--- src/hw/rtl/gbda_pkg.sv ---
// Shared types and constants of the gene block distance accumulator.
package gbda_pkg;

   // Width of one gene block and of the input words.
   localparam int BLOCK_W   = 8;
   localparam int MAX_LANES = 8;
   localparam int WORD_W    = BLOCK_W * MAX_LANES;

   // Width of the item match count, which holds up to two hits per lane.
   localparam int MATCH_W = 5;

   // Width of the running sum and of the reported distance.
   localparam int DIST_W = 26;
   localparam logic [DIST_W-1:0] DIST_MAX = '1;

   // Configuration register indexes, taken from paddr[2].
   localparam logic REG_LOWER_MASK = 1'b0;
   localparam logic REG_UPPER_MASK = 1'b1;

   // Configuration bus widths.
   localparam int ADDR_W = 3;
   localparam int DATA_W = 32;

   // Reset values of the gene masks.
   localparam logic [BLOCK_W-1:0] LOWER_MASK_RESET = 8'h0F;
   localparam logic [BLOCK_W-1:0] UPPER_MASK_RESET = 8'hF0;

   // Merged item held between the lane stage and the accumulator.
   typedef struct packed {
      logic               vld;
      logic               last;
      logic [MATCH_W-1:0] hit_count;
   } item_type;

endpackage

--- src/hw/rtl/gbda_lane.sv ---
// One byte lane: counts the gene halves of a block pair that share no bits.
module gbda_lane (
   input  logic [gbda_pkg::BLOCK_W-1:0] first_block,
   input  logic [gbda_pkg::BLOCK_W-1:0] second_block,
   input  logic [gbda_pkg::BLOCK_W-1:0] lower_mask,
   input  logic [gbda_pkg::BLOCK_W-1:0] upper_mask,
   input  logic                         lane_on,
   output logic [1:0]                   hits
);

   logic [gbda_pkg::BLOCK_W-1:0] both;
   logic                         lower_hit;
   logic                         upper_hit;

   // A half counts when the masked common bits are all clear.
   assign both      = first_block & second_block;
   assign lower_hit = lane_on && ((both & lower_mask) == '0);
   assign upper_hit = lane_on && ((both & upper_mask) == '0);
   assign hits      = {1'b0, lower_hit} + {1'b0, upper_hit};

endmodule

--- src/hw/rtl/gbda_merge.sv ---
// Merging stage: adds the lane hits of one item and holds the result.
module gbda_merge #(
   parameter int LANES = 8
) (
   input  logic                    clock,
   input  logic                    reset,
   input  logic                    load,
   input  logic                    advance,
   input  logic [LANES-1:0][1:0]   lane_hits,
   input  logic                    last_item,
   output gbda_pkg::item_type      item
);

   gbda_pkg::item_type                 item_ff;
   gbda_pkg::item_type                 item_in;
   logic [gbda_pkg::MATCH_W-1:0]       total;

   // Sum of the lane counts; lanes are independent so this is a short tree.
   always_comb begin
      total = '0;
      for (int k = 0; k < LANES; k++) begin
         total = total + gbda_pkg::MATCH_W'(lane_hits[k]);
      end
   end

   // The stage takes a new item on a transfer and empties when it moves on.
   always_comb begin
      item_in = item_ff;
      if (load) begin
         item_in.vld       = 1'b1;
         item_in.last      = last_item;
         item_in.hit_count = total;
      end else if (advance) begin
         item_in.vld = 1'b0;
      end
   end

   always_ff @(posedge clock) begin
      if (reset) begin
         item_ff.vld <= 1'b0;
      end else begin
         item_ff.vld <= item_in.vld;
      end
      item_ff.last      <= item_in.last;
      item_ff.hit_count <= item_in.hit_count;
   end

   assign item = item_ff;

endmodule

--- src/hw/rtl/gbda_accum.sv ---
// Running sum with saturation and the result output register.
module gbda_accum #(
   parameter logic [gbda_pkg::DIST_W-1:0] SUM_CAP = '1
) (
   input  logic                          clock,
   input  logic                          reset,
   input  gbda_pkg::item_type            item,
   input  logic                          advance,
   input  logic                          rsp_ready,
   output logic                          rsp_valid,
   output logic [gbda_pkg::DIST_W-1:0]   distance
);

   logic [gbda_pkg::DIST_W-1:0] sum_ff;
   logic [gbda_pkg::DIST_W-1:0] sum_in;
   logic                        out_vld_ff;
   logic                        out_vld_in;
   logic [gbda_pkg::DIST_W-1:0] dist_ff;
   logic [gbda_pkg::DIST_W-1:0] dist_in;
   logic [gbda_pkg::DIST_W:0]   sum_wide;
   logic [gbda_pkg::DIST_W-1:0] sum_sat;

   // One add and one compare against the cap.
   assign sum_wide = {1'b0, sum_ff} + (gbda_pkg::DIST_W + 1)'(item.hit_count);
   assign sum_sat  = (sum_wide > {1'b0, SUM_CAP}) ? SUM_CAP
                                                  : sum_wide[gbda_pkg::DIST_W-1:0];

   // A last item reports the total and clears the sum for the next pair.
   always_comb begin
      sum_in     = sum_ff;
      out_vld_in = out_vld_ff;
      dist_in    = dist_ff;
      if (rsp_ready) begin
         out_vld_in = 1'b0;
      end
      if (advance) begin
         if (item.last) begin
            sum_in     = '0;
            out_vld_in = 1'b1;
            dist_in    = sum_sat;
         end else begin
            sum_in = sum_sat;
         end
      end
   end

   always_ff @(posedge clock) begin
      if (reset) begin
         sum_ff     <= '0;
         out_vld_ff <= 1'b0;
      end else begin
         sum_ff     <= sum_in;
         out_vld_ff <= out_vld_in;
      end
      dist_ff <= dist_in;
   end

   assign rsp_valid = out_vld_ff;
   assign distance  = dist_ff;

endmodule

--- src/hw/rtl/gene_block_distance_accumulator_core.sv ---
// Gene block distance accumulator: takes one item per clock cycle when the
// result side keeps up. Each item passes through the byte lanes and the merging
// stage into a register in the transfer cycle, and from that register the single
// accumulator adder folds it into the running sum; a last item's distance is
// loaded into the output register and offered on the rsp_ channel. That one adder
// sets the throughput at one item per cycle. A last item waits in the merging
// stage only while an earlier distance is still held in the output register;
// other items never wait. The gene masks are written through the APB port at
// byte addresses 0 (lower mask) and 4 (upper mask); the user must write them
// only while the block is idle, which the block itself does not enforce.
module gene_block_distance_accumulator_core #(
   parameter int              LANES      = 8,
   parameter longint unsigned MAX_BLOCKS = 16777216
) (
   input  logic                              clock,
   input  logic                              reset,
   // Input channel
   input  logic                              req_valid,
   output logic                              req_ready,
   input  logic [gbda_pkg::WORD_W-1:0]       req_first_blocks,
   input  logic [gbda_pkg::WORD_W-1:0]       req_second_blocks,
   input  logic [3:0]                        req_valid_count,
   input  logic                              req_last_item,
   // Result channel
   output logic                              rsp_valid,
   input  logic                              rsp_ready,
   output logic [gbda_pkg::DIST_W-1:0]       rsp_distance,
   // Configuration port
   input  logic                              psel,
   input  logic                              penable,
   input  logic                              pwrite,
   input  logic [gbda_pkg::ADDR_W-1:0]       paddr,
   input  logic [gbda_pkg::DATA_W-1:0]       pwdata,
   output logic [gbda_pkg::DATA_W-1:0]       prdata,
   output logic                              pready
);

   localparam longint unsigned CAP_TWICE = 64'(MAX_BLOCKS) * 64'd2;
   localparam longint unsigned CAP_FULL  = 64'(gbda_pkg::DIST_MAX);
   localparam logic [gbda_pkg::DIST_W-1:0] SUM_CAP =
      gbda_pkg::DIST_W'((CAP_TWICE < CAP_FULL) ? CAP_TWICE : CAP_FULL);

   logic [gbda_pkg::BLOCK_W-1:0] lower_mask_ff;
   logic [gbda_pkg::BLOCK_W-1:0] lower_mask_in;
   logic [gbda_pkg::BLOCK_W-1:0] upper_mask_ff;
   logic [gbda_pkg::BLOCK_W-1:0] upper_mask_in;
   logic                         csr_write;
   logic                         csr_index;
   logic [LANES-1:0][1:0]        lane_hits;
   gbda_pkg::item_type           item;
   logic                         load;
   logic                         advance;
   logic                         slot_free;

   // Register writes complete in the access cycle.
   assign pready    = 1'b1;
   assign csr_write = psel && penable && pwrite;
   assign csr_index = paddr[2];

   always_comb begin
      lower_mask_in = lower_mask_ff;
      upper_mask_in = upper_mask_ff;
      if (csr_write) begin
         case (csr_index)
            gbda_pkg::REG_LOWER_MASK: begin
               lower_mask_in = pwdata[gbda_pkg::BLOCK_W-1:0];
            end
            gbda_pkg::REG_UPPER_MASK: begin
               upper_mask_in = pwdata[gbda_pkg::BLOCK_W-1:0];
            end
            default: begin
               lower_mask_in = lower_mask_ff;
            end
         endcase
      end
   end

   always_ff @(posedge clock) begin
      if (reset) begin
         lower_mask_ff <= gbda_pkg::LOWER_MASK_RESET;
         upper_mask_ff <= gbda_pkg::UPPER_MASK_RESET;
      end else begin
         lower_mask_ff <= lower_mask_in;
         upper_mask_ff <= upper_mask_in;
      end
   end

   // Read-back of the masks.
   always_comb begin
      case (csr_index)
         gbda_pkg::REG_LOWER_MASK: begin
            prdata = gbda_pkg::DATA_W'(lower_mask_ff);
         end
         gbda_pkg::REG_UPPER_MASK: begin
            prdata = gbda_pkg::DATA_W'(upper_mask_ff);
         end
         default: begin
            prdata = '0;
         end
      endcase
   end

   // Flow control: only a last item needs the output register to be free.
   assign slot_free = !rsp_valid || rsp_ready;
   assign advance   = item.vld && (!item.last || slot_free);
   assign req_ready = !item.vld || advance;
   assign load      = req_valid && req_ready;

   // One lane per block byte; lanes above the valid count stay silent.
   for (genvar k = 0; k < LANES; k++) begin : g_lane
      gbda_lane u_lane (
         .first_block  (req_first_blocks[k*gbda_pkg::BLOCK_W +: gbda_pkg::BLOCK_W]),
         .second_block (req_second_blocks[k*gbda_pkg::BLOCK_W +: gbda_pkg::BLOCK_W]),
         .lower_mask   (lower_mask_ff),
         .upper_mask   (upper_mask_ff),
         .lane_on      (req_valid_count > 4'(k)),
         .hits         (lane_hits[k])
      );
   end

   gbda_merge #(
      .LANES (LANES)
   ) u_merge (
      .clock     (clock),
      .reset     (reset),
      .load      (load),
      .advance   (advance),
      .lane_hits (lane_hits),
      .last_item (req_last_item),
      .item      (item)
   );

   gbda_accum #(
      .SUM_CAP (SUM_CAP)
   ) u_accum (
      .clock     (clock),
      .reset     (reset),
      .item      (item),
      .advance   (advance),
      .rsp_ready (rsp_ready),
      .rsp_valid (rsp_valid),
      .distance  (rsp_distance)
   );

endmodule

--- config.mk ---
export PLATFORM = sky130hd
export DESIGN_NAME = gene_block_distance_accumulator_core
export DESIGN_NICKNAME = d
export VERILOG_FILES = /design/src/hw/rtl/gbda_pkg.sv /design/src/hw/rtl/gbda_lane.sv /design/src/hw/rtl/gbda_merge.sv /design/src/hw/rtl/gbda_accum.sv /design/src/hw/rtl/gene_block_distance_accumulator_core.sv
export SDC_FILE = /design/constraint.sdc
export NUM_CORES = 1
export LEC_CHECK = 0
export BUFFER_PORTS_ARGS = -buffer_cell sky130_fd_sc_hd__clkbuf_2
export CORE_UTILIZATION = 30
export CTS_BUF_LIST = sky130_fd_sc_hd__clkbuf_16
export DETAILED_ROUTE_END_ITERATION = 7
export GPL_TIMING_DRIVEN = 0
export PLACE_DENSITY_LB_ADDON = 0.1
export SETUP_SLACK_MARGIN = 0.4
export SLEW_MARGIN = 30
export SYNTH_ARGS = -nofsm -noshare
export SYNTH_HDL_FRONTEND = slang
export SYNTH_SLANG_ARGS = --single-unit
--- constraint.sdc ---
create_clock -name clock -period 8.2 [get_ports clock]
set_input_delay 1.64 -clock clock [delete_from_list [all_inputs] [get_ports clock]]
set_output_delay 1.64 -clock clock [all_outputs]
set_load 0.01 [all_outputs]
==> impl_metrics.json, run 1 <==
{
  "netlist_area_um2": 5610,
  "syn_to_final_growth_pct": 28.9,
  "worst_setup_path_end_kind": "flop",
  "yosysWarnings": 0,
  "post-route-drc-count": 14,
  "final_nets": 1084,
  "worst_clock_skew_ps": 8.03,
  "r2r_slack_ps": 2410,
  "crit_chain": "clkbuf_2 -> or3_1 -> nor2_1 -> or3_1 -> fa_1 -> inv_1 -> ha_1 -> inv_1 -> fa_1 -> fa_1 -> fa_1 -> inv_1 -> fa_1 -> fa_1 -> fa_1 -> a21oi_1 -> o21bai_1",
  "multi_input_area_um2": 3360,
  "grt_pass1_wl_um": 32300,
  "via_count": 5850,
  "ir_drop_uv": 80.6,
  "antenna_found_initial": 3,
  "dr.pass1.iters": 7,
  "max_freq_ghz": 0.152,
  "worstMarginPinSlew_ps": 946,
  "cts_hold_buf": 0,
  "synth_common_cells": "nand3_1, nand2_1, nor2_1, dfxtp_1, edfxtp_1",
  "cts-htree-levels": 3,
  "rows": 49,
  "die-width_um": 139,
  "max_cap_violations": 0,
  "dp_hpwl_um": 16200,
  "cts.sinks": 76,
  "maxSlewViolCount": 0,
  "hold_path_depth": 2,
  "postPlaceCellArea_um2": 6930,
  "insertion_delay_ps": 350,
  "rr_startpoint": "upper_mask_ff[7]",
  "first_global_vias": 5844,
  "io_pins": 236,
  "relSlewSlack_pct": 36.9,
  "synthArstFlopShare_pct": 0,
  "max_stage_delay_ps": 550,
  "cp_common_cell": "fa_1",
  "cts_tree": "yes",
  "gp_congestion": 0.843,
  "drt_iter0_drc": 376,
  "cp-start-kind": "input pin",
  "ff_latch_area_um2": 1840,
  "postSynthCellCount": 665,
  "start_util_pct": 30.9,
  "core_area_um2": 18100,
  "ant_nets": 0,
  "synth_most_common_cell": "nand3_1",
  "cp.required_ps": 8290,
  "fillers": 1912,
  "worstRegToRegCells": 17,
  "ys_seq_elements": 76,
  "portBuffers": 183,
  "seq_area_frac_synth_pct": 32.8,
  "critPathCapture": "u_merge.item[4]",
  "wl_per_cell_um": 18.5,
  "final_area_um2": 7230,
  "die_area_um2": 19300,
  "drt-total-wl_um": 20800,
  "cts_buffers": 9,
  "arrival_ps": 6670,
  "overflow": 0,
  "clockRootBuffer": "clkbuf_16",
  "path_class": "input pin to flop",
  "hp-class": "flop to flop",
  "cts_resized": 0,
  "tns_ps": 0,
  "synthTopCellsByArea": "edfxtp_1, dfxtp_1, nand3_1",
  "postCtsSetupRepairBufs": 0,
  "vias_per_cell": 5.22,
  "fin_crit_sh_pct": 80.2,
  "synth_top_area_share_pct": 17.1,
  "critPathMaxFanout": 7,
  "outcome": "finished with violations",
  "drive_above_1_share_pct": 29.2,
  "violations": "design-rule violations",
  "yosys.area.top_type": "edfxtp_1",
  "slowest_stage": "fa_1",
  "synth-main-ff-cell": "dfxtp_1",
  "rsz0062_at_grt": "false",
  "period_minus_slack_ps": 6580,
  "path_clk_slew_ps": 60,
  "crit_start": "req_valid_count[3]",
  "grt_max_degree": 24,
  "r2r-end": "u_merge.item[4]",
  "synth_cell_type_count": 61,
  "hold_viol": 0,
  "power_leakage_nw": 3.17,
  "pwr_density_cell_nw_per_um2": 164,
  "die_h_um": 139,
  "grtUsageTotal_pct": 21.8,
  "finalSetupViolations": 0,
  "synth_edf_count": 32,
  "post_synth.cell_area_avg_um2": 8.44,
  "cts_buffer_depth": 2
}
-- critical path, delay by kind of cell --
family / cells / cell delay (ps)
adder cells (fa/ha/maj): 8 / 3810
AO/OA/AOI/OAI: 2 / 240
buffers and inverters: 4 / 310
AND/OR/NAND/NOR: 3 / 660
-- registers in the layout (all words and copies together) (netlist names) --
name and count:
lower_mask_ff 8, u_merge.item 7, upper_mask_ff 8, u_accum.rsp_valid 1
u_accum.sum_ff 26, u_accum.distance 26
-- per-layer routing --
layer,track usage [%],vias to the layer above,share of wire [%]
met2,37.7,291,47
met1,25.1,2661,41
li1,-,2852,-
met5,0,-,0
met3,6.35,46,8.6
met4,9.42,0,3.5
-- power by group --
group | switching [mW] | internal [mW] | leakage, nW
registers | 0.00690 | 0.429 | 0.684
logic | 0.198 | 0.158 | 2.34
clock network | 0.163 | 0.234 | 0.143
total | 0.368 | 0.821 | 3.17
-- metrics by stage --
stage | power (mW) | hold slack [ps] | setup WS (ps) | utilization, % | cells
4_1_cts | 1.20 | 467 | 1610 | 39.8 | 1117
5_1_grt | 1.27 | 499 | 1340 | 39.9 | 1120
2_1_floorplan | 0.678 | 436 | 1730 | - | 688
3_3_place_gp | 0.796 | 450 | 1260 | 38.0 | 1100
6_report | 1.19 | 461 | 1620 | 39.9 | 1120
3_5_place_dp | 0.797 | 459 | 1270 | 38.2 | 1101
-- cells by family after synthesis --
group,synth area share [%]
adders and majority gates,7.40
other,0.134
and+or+nand+nor,28.3
DFF,32.8
AOI/OAI and AO/OA,16.3
muxes,2.32
buffers and inverters,8.88
xor gates and xnor gates,3.75
-- how the worst min path moves through the flow --
stage                           start                end
CTS                 u_accum.sum_ff[0]  u_accum.sum_ff[0]
global placement    u_accum.sum_ff[0]  u_accum.sum_ff[0]
finish              u_accum.sum_ff[0]  u_accum.sum_ff[0]
floorplan           u_accum.sum_ff[0]  u_accum.sum_ff[0]
detailed placement  u_accum.sum_ff[0]  u_accum.sum_ff[0]
global route        u_accum.sum_ff[0]  u_accum.sum_ff[0]
-- cell type report --
type                       instances  share of cell area [%]
tap                              229                    3.96
inverter                          25                    1.30
timing repair buffer             184                    13.0
antenna                            3                   0.104
multi-input combinational        516                    46.5
sequential                        76                    25.5
buffer                            71                    5.59
clock buffer                       9                    3.11
clock inverter                     7                   0.934
-- cell usage in the layout (no fill, tap or decap), types with 10 or more instances in the layout --
master	instances
a21oi_1	23
a31oi_1	17
a32oi_1	16
and2_1	10
and3_1	18
buf_4	29
clkbuf_1	31
clkbuf_2	183
conb_1	25
dfxtp_1	44
edfxtp_1	32
fa_1	12
ha_1	14
inv_1	26
nand2_1	52
nand3_1	86
nand4_1	29
nor2_1	50
nor3_1	15
or3_1	10
xnor2_1	12
xor2_1	12
Power figures use the tool's default switching activity.
==> run 2: changes to the inputs <==
clock period = 5.55 ns   (was 8.2 ns; I/O delays follow)
==> run 2 against run 1 <==
The run still ends with design-rule violations left. Combinational power is 52% higher. Wire length rose by 1.1%. Clock skew barely moved. Clock power up 41%. Largest cell class unchanged. Largest power group unchanged.
==> impl_metrics.json, run 2 (synthesized netlist as in run 1, its figures left out) <==
{
  "hp-class": "flop to flop",
  "max_cap_violations": 0,
  "syn_to_final_growth_pct": 30.3,
  "core_area_um2": 18100,
  "gp_congestion": 0.852,
  "layout_common_cells": "clkbuf_2, nand3_1, nand2_1",
  "cp-start-kind": "input pin",
  "io_pins": 236,
  "min_to": "u_accum.sum_ff[0]",
  "path_class": "input pin to flop",
  "power_leakage_nw": 3.19,
  "wl_per_cell_um": 18.8,
  "worstRegToRegCells": 18,
  "fin_crit_sh_pct": 99.9,
  "hold_path_depth": 2,
  "wl_met2_um": 9950,
  "r2r-end": "u_merge.item[4]",
  "post-route-drc-count": 5,
  "ant_nets": 0,
  "relSlewSlack_pct": 35.7,
  "via_count": 5865,
  "met1_length_um": 8600,
  "path_clk_slew_ps": 60,
  "antenna_found_initial": 2,
  "top_layer": "met4",
  "drt-total-wl_um": 21000,
  "period_minus_slack_ps": 5540,
  "cts-htree-levels": 3,
  "pwr_density_cell_nw_per_um2": 239,
  "cts_hold_buf": 0,
  "dp_hpwl_um": 16200,
  "outcome": "finished with violations",
  "min-delay-start": "u_accum.sum_ff[0]",
  "critPathMaxFanout": 2,
  "hold_viol": 0,
  "vias_per_cell": 5.25,
  "maxSlewViolCount": 0,
  "fillers": 1908,
  "ir_drop_uv": 106,
  "overflow": 0,
  "rows": 49,
  "cts.sinks": 76,
  "start_util_pct": 30.9,
  "insertion_delay_ps": 340,
  "r2r_slack_ps": 150,
  "drive_above_1_share_pct": 30.7,
  "portBuffers": 183,
  "worst_clock_skew_ps": 8.46,
  "cp.required_ps": 5630,
  "drt_iter0_drc": 446,
  "cts_buffer_depth": 2,
  "rsz0062_at_grt": "true",
  "clockRootBuffer": "clkbuf_16",
  "cts_buffers": 9,
  "final_util_pct": 40.3,
  "tns_ps": 0,
  "max_freq_ghz": 0.180,
  "layout_commonest_cell": "clkbuf_2",
  "grt_max_degree": 19,
  "rr_startpoint": "lower_mask_ff[3]",
  "grt_pass1_wl_um": 32100,
  "die-width_um": 139,
  "violations": "design-rule violations",
  "grtUsageTotal_pct": 22.0,
  "final_nets": 1084,
  "arrival_ps": 5630,
  "die_area_um2": 19300,
  "cts_tree": "yes",
  "die_h_um": 139,
  "worst_setup_path_end_kind": "flop",
  "worstMarginPinSlew_ps": 964,
  "dr.pass1.iters": 7,
  "first_global_vias": 5744,
  "postCtsSetupRepairBufs": 0,
  "finalSetupViolations": 0,
  "dr_wl_met3_um": 1800
}
[run 2: changes by cell type in the layout (fill, tap and decap cells not counted), sizes merged]
cell | before | now
buf | 41 | 45
diode | 3 | 2
clkinvlp | 2 | 0
clkbuf | 223 | 219
[run 2: power breakdown]
part	internal [mW]	switching, mW
logic	0.244	0.299
clock network	0.338	0.222
registers	0.634	0.00995
[run 2: layout make-up]
type                    count  area (um2)  share of cell area, %
diodes                      2        5.00                 0.0685
plain buffers              71         404                   5.53
clock buffers               9         225                   3.08
clock inverters             5        47.5                  0.650
inverters                  25        93.8                   1.28
multi-input cells         516        3440                   47.0
flip-flops and latches     76        1840                   25.2
well taps                 229         287                   3.92
repair buffers            184         971                   13.3
[run 2: what timing repair did]
action                     CTS  global route
resized for setup            4            11
setup endpoints to repair    4             5
pin swaps                    3             4
[run 2: worst max-delay path, stage by stage]
cell and delay (ps):
clkbuf_2 90, nand3_1 70, nand4_1 120, or3_4 410, fa_1 540, inv_1 50
ha_1 260, inv_1 50, fa_1 510, fa_1 430, fa_1 490, inv_1 50
fa_1 460, fa_2 390, fa_2 400, a21oi_2 130, o21bai_1 80
[run 2: routing by layer]
layer / vias to the layer above / track usage [%]
met4: 0 / 9.88
met3: 46 / 5.87
met1: 2683 / 25.4
met5: - / 0
met2: 291 / 38.0
li1: 2845 / -
[run 2: worst max path at each step]
stage | start | endpoint | slack (ps) | depth (start not counted)
2_1_floorplan | req_first_blocks[1] | u_merge.item[4] | 1 | 16
3_3_place_gp | req_valid_count[3] | u_merge.item[4] | -380 | 17
3_5_place_dp | req_valid_count[3] | u_merge.item[4] | -410 | 17
4_1_cts | req_second_blocks[2] | u_merge.item[4] | 30 | 17
5_1_grt | req_first_blocks[0] | u_merge.item[4] | -140 | 17
6_report | req_first_blocks[7] | u_merge.item[4] | 7 | 17
[run 2: metrics by stage]
| stage | area [um2] | std cells | setup slack (ps) | power (mW) | hold WS, ps |
|---|---|---|---|---|---|
| finish | 7310 | 1117 | 7.38 | 1.75 | 477 |
| global route | 7310 | 1117 | -142 | 1.86 | 497 |
| CTS | 7250 | 1115 | 27.4 | 1.75 | 475 |
| detailed placement | 6960 | 1101 | -408 | 1.20 | 467 |
| global placement | 6930 | 1100 | -377 | 1.18 | 456 |
| floorplan | 5720 | 688 | 1.12 | 1.01 | 436 |
==> run 3: changes to the inputs <==
MAX_ROUTING_LAYER = met4   (was default)
==> run 3 against run 2 <==
Wire length about the same. Die area unchanged. The run still ends with design-rule violations left. Register-to-register slack better by 50 ps. Utilization stayed put.
==> impl_metrics.json, run 3 (synthesized netlist as in run 1, its figures left out) <==
{
  "power.switching_uw": 527,
  "violations": "design-rule violations",
  "pwr_density_cell_nw_per_um2": 238,
  "place_ws_ps": -408,
  "io_pins": 236,
  "drt_iter0_drc": 433,
  "syn_to_final_growth_pct": 30.3,
  "outcome": "finished with violations",
  "cts.sinks": 76,
  "cp-start-kind": "input pin",
  "tns_ps": 0,
  "grt_pass1_wl_um": 32100,
  "die-width_um": 139,
  "cts_hold_buf": 0,
  "max_cap_violations": 0,
  "cts_tree": "yes",
  "cts_buffers": 9,
  "hold_viol": 0,
  "period_minus_slack_ps": 5520,
  "power_frac_seq_pct": 37.0,
  "antenna_found_initial": 2,
  "die_area_um2": 19300,
  "finalSetupViolations": 0,
  "multi_input_area_um2": 3440,
  "max_stage_delay_ps": 540,
  "cp.required_ps": 5640,
  "layout_commonest_cell": "clkbuf_2",
  "final_util_pct": 40.3,
  "first_global_vias": 5744,
  "worst_setup_path_end_kind": "flop",
  "swShare_pct": 30.3,
  "relSlewSlack_pct": 38.3,
  "drt-total-wl_um": 21000,
  "met1_usage_pct": 25.6,
  "slowest_stage": "fa_1",
  "die_h_um": 139,
  "internal_power_mw": 1.22,
  "grtUsageTotal_pct": 22.6,
  "dp_cells": 1101,
  "max_freq_ghz": 0.181,
  "ff_latch_area_um2": 1840,
  "rsz0062_at_grt": "true",
  "portBuffers": 183,
  "hp-class": "flop to flop",
  "holdWs_ps": 477,
  "core_area_um2": 18100,
  "setup_ws_ps": 25.4,
  "cts_buffer_depth": 2,
  "fin_cells": 1117,
  "dp_hpwl_um": 16200,
  "worst_clock_skew_ps": 6.07,
  "fillers": 1908,
  "met2_usage_pct": 38.1,
  "power_leakage_nw": 3.19,
  "fin_crit_sh_pct": 99.5,
  "ir_drop_uv": 105,
  "cp_common_cell": "fa_1",
  "path_class": "input pin to flop",
  "via_count": 5830,
  "final_nets": 1084,
  "wl_per_cell_um": 18.8,
  "start_util_pct": 30.9,
  "maxSlewViolCount": 0,
  "vias_per_cell": 5.22,
  "busiest_layer": "met2",
  "dr.pass1.iters": 7,
  "drive_above_1_share_pct": 30.7,
  "crit_chain": "clkbuf_2 -> nand3_1 -> nand4_1 -> or3_4 -> fa_1 -> inv_1 -> ha_1 -> inv_1 -> fa_1 -> fa_1 -> fa_1 -> inv_1 -> fa_1 -> fa_2 -> fa_2 -> a21oi_2 -> o21bai_1",
  "critPathMaxFanout": 2,
  "worstMarginPinSlew_ps": 926,
  "grt_max_degree": 19,
  "power_frac_comb_pct": 31.0,
  "rows": 49,
  "gp_congestion": 0.866,
  "clockRootBuffer": "clkbuf_16",
  "path_clk_slew_ps": 60,
  "layout_common_cells": "clkbuf_2, nand3_1, nand2_1",
  "ant_nets": 0,
  "insertion_delay_ps": 340,
  "p_clk_share_pct": 32.0,
  "cts-htree-levels": 3,
  "use_met3_pct": 5.39,
  "post-route-drc-count": 5,
  "arrival_ps": 5610,
  "overflow": 0
}
[run 3: worst paths after layout]
kind	from	to	slack (ps)	cells past startpoint
setup / recovery	req_first_blocks[7]	u_merge.item[4]	30	17
hold / removal	u_accum.sum_ff[0]	u_accum.sum_ff[0]	480	2
setup reg to reg	lower_mask_ff[7]	u_merge.item[4]	200	17
hold reg to reg	u_accum.sum_ff[0]	u_accum.sum_ff[0]	480	2
[run 3: layer usage]
| layer | vias up | share of wire (%) | wire [um] |
|---|---|---|---|
| met3 | 38 | 8.1 | 1700 |
| met1 | 2665 | 41 | 8690 |
| met5 | - | 0 | 0 |
| li1 | 2845 | - | - |
| met4 | 0 | 2.9 | 609 |
| met2 | 282 | 48 | 9990 |
[run 3: per-stage QoR]
step / total power, mW / cell area [um2]
final: 1.74 / 7310
after CTS: 1.75 / 7250
after floorplan: 1.01 / 5720
after global routing: 1.86 / 7310
after detailed placement: 1.20 / 6960
after global placement: 1.18 / 6930
[run 3: final cells by class]
type / instances / share of cell area (%)
inverter: 25 / 1.28
multi-input combinational: 516 / 47.0
buffer: 71 / 5.53
sequential: 76 / 25.2
tap: 229 / 3.92
timing repair buffer: 184 / 13.3
clock buffer: 9 / 3.08
antenna: 2 / 0.0685
clock inverter: 5 / 0.650
[run 3: power by group through the flow]
stage          clock (mW)  combinational (mW)  sequential [mW]
6_report            0.558               0.541            0.644
5_1_grt             0.596               0.619            0.646
4_1_cts             0.571               0.540            0.644
3_5_place_dp            0               0.539            0.656
3_3_place_gp            0               0.528            0.656
2_1_floorplan           0               0.355            0.657
[run 3: what timing repair did]
action,in CTS,in global routing
buffers inserted,0,0
resized for setup,4,11
endpoints found under the hold margin,0,0
pin swaps,3,4
endpoints found under the setup margin,4,5
[run 3: worst max-delay path: cells and delay by family]
| family | cells | cell delay [ps] |
|---|---|---|
| buffers and inverters | 4 | 240 |
| adders and majority gates | 8 | 3460 |
| AOI/OAI and AO/OA | 2 | 200 |
| and+or+nand+nor | 3 | 600 |
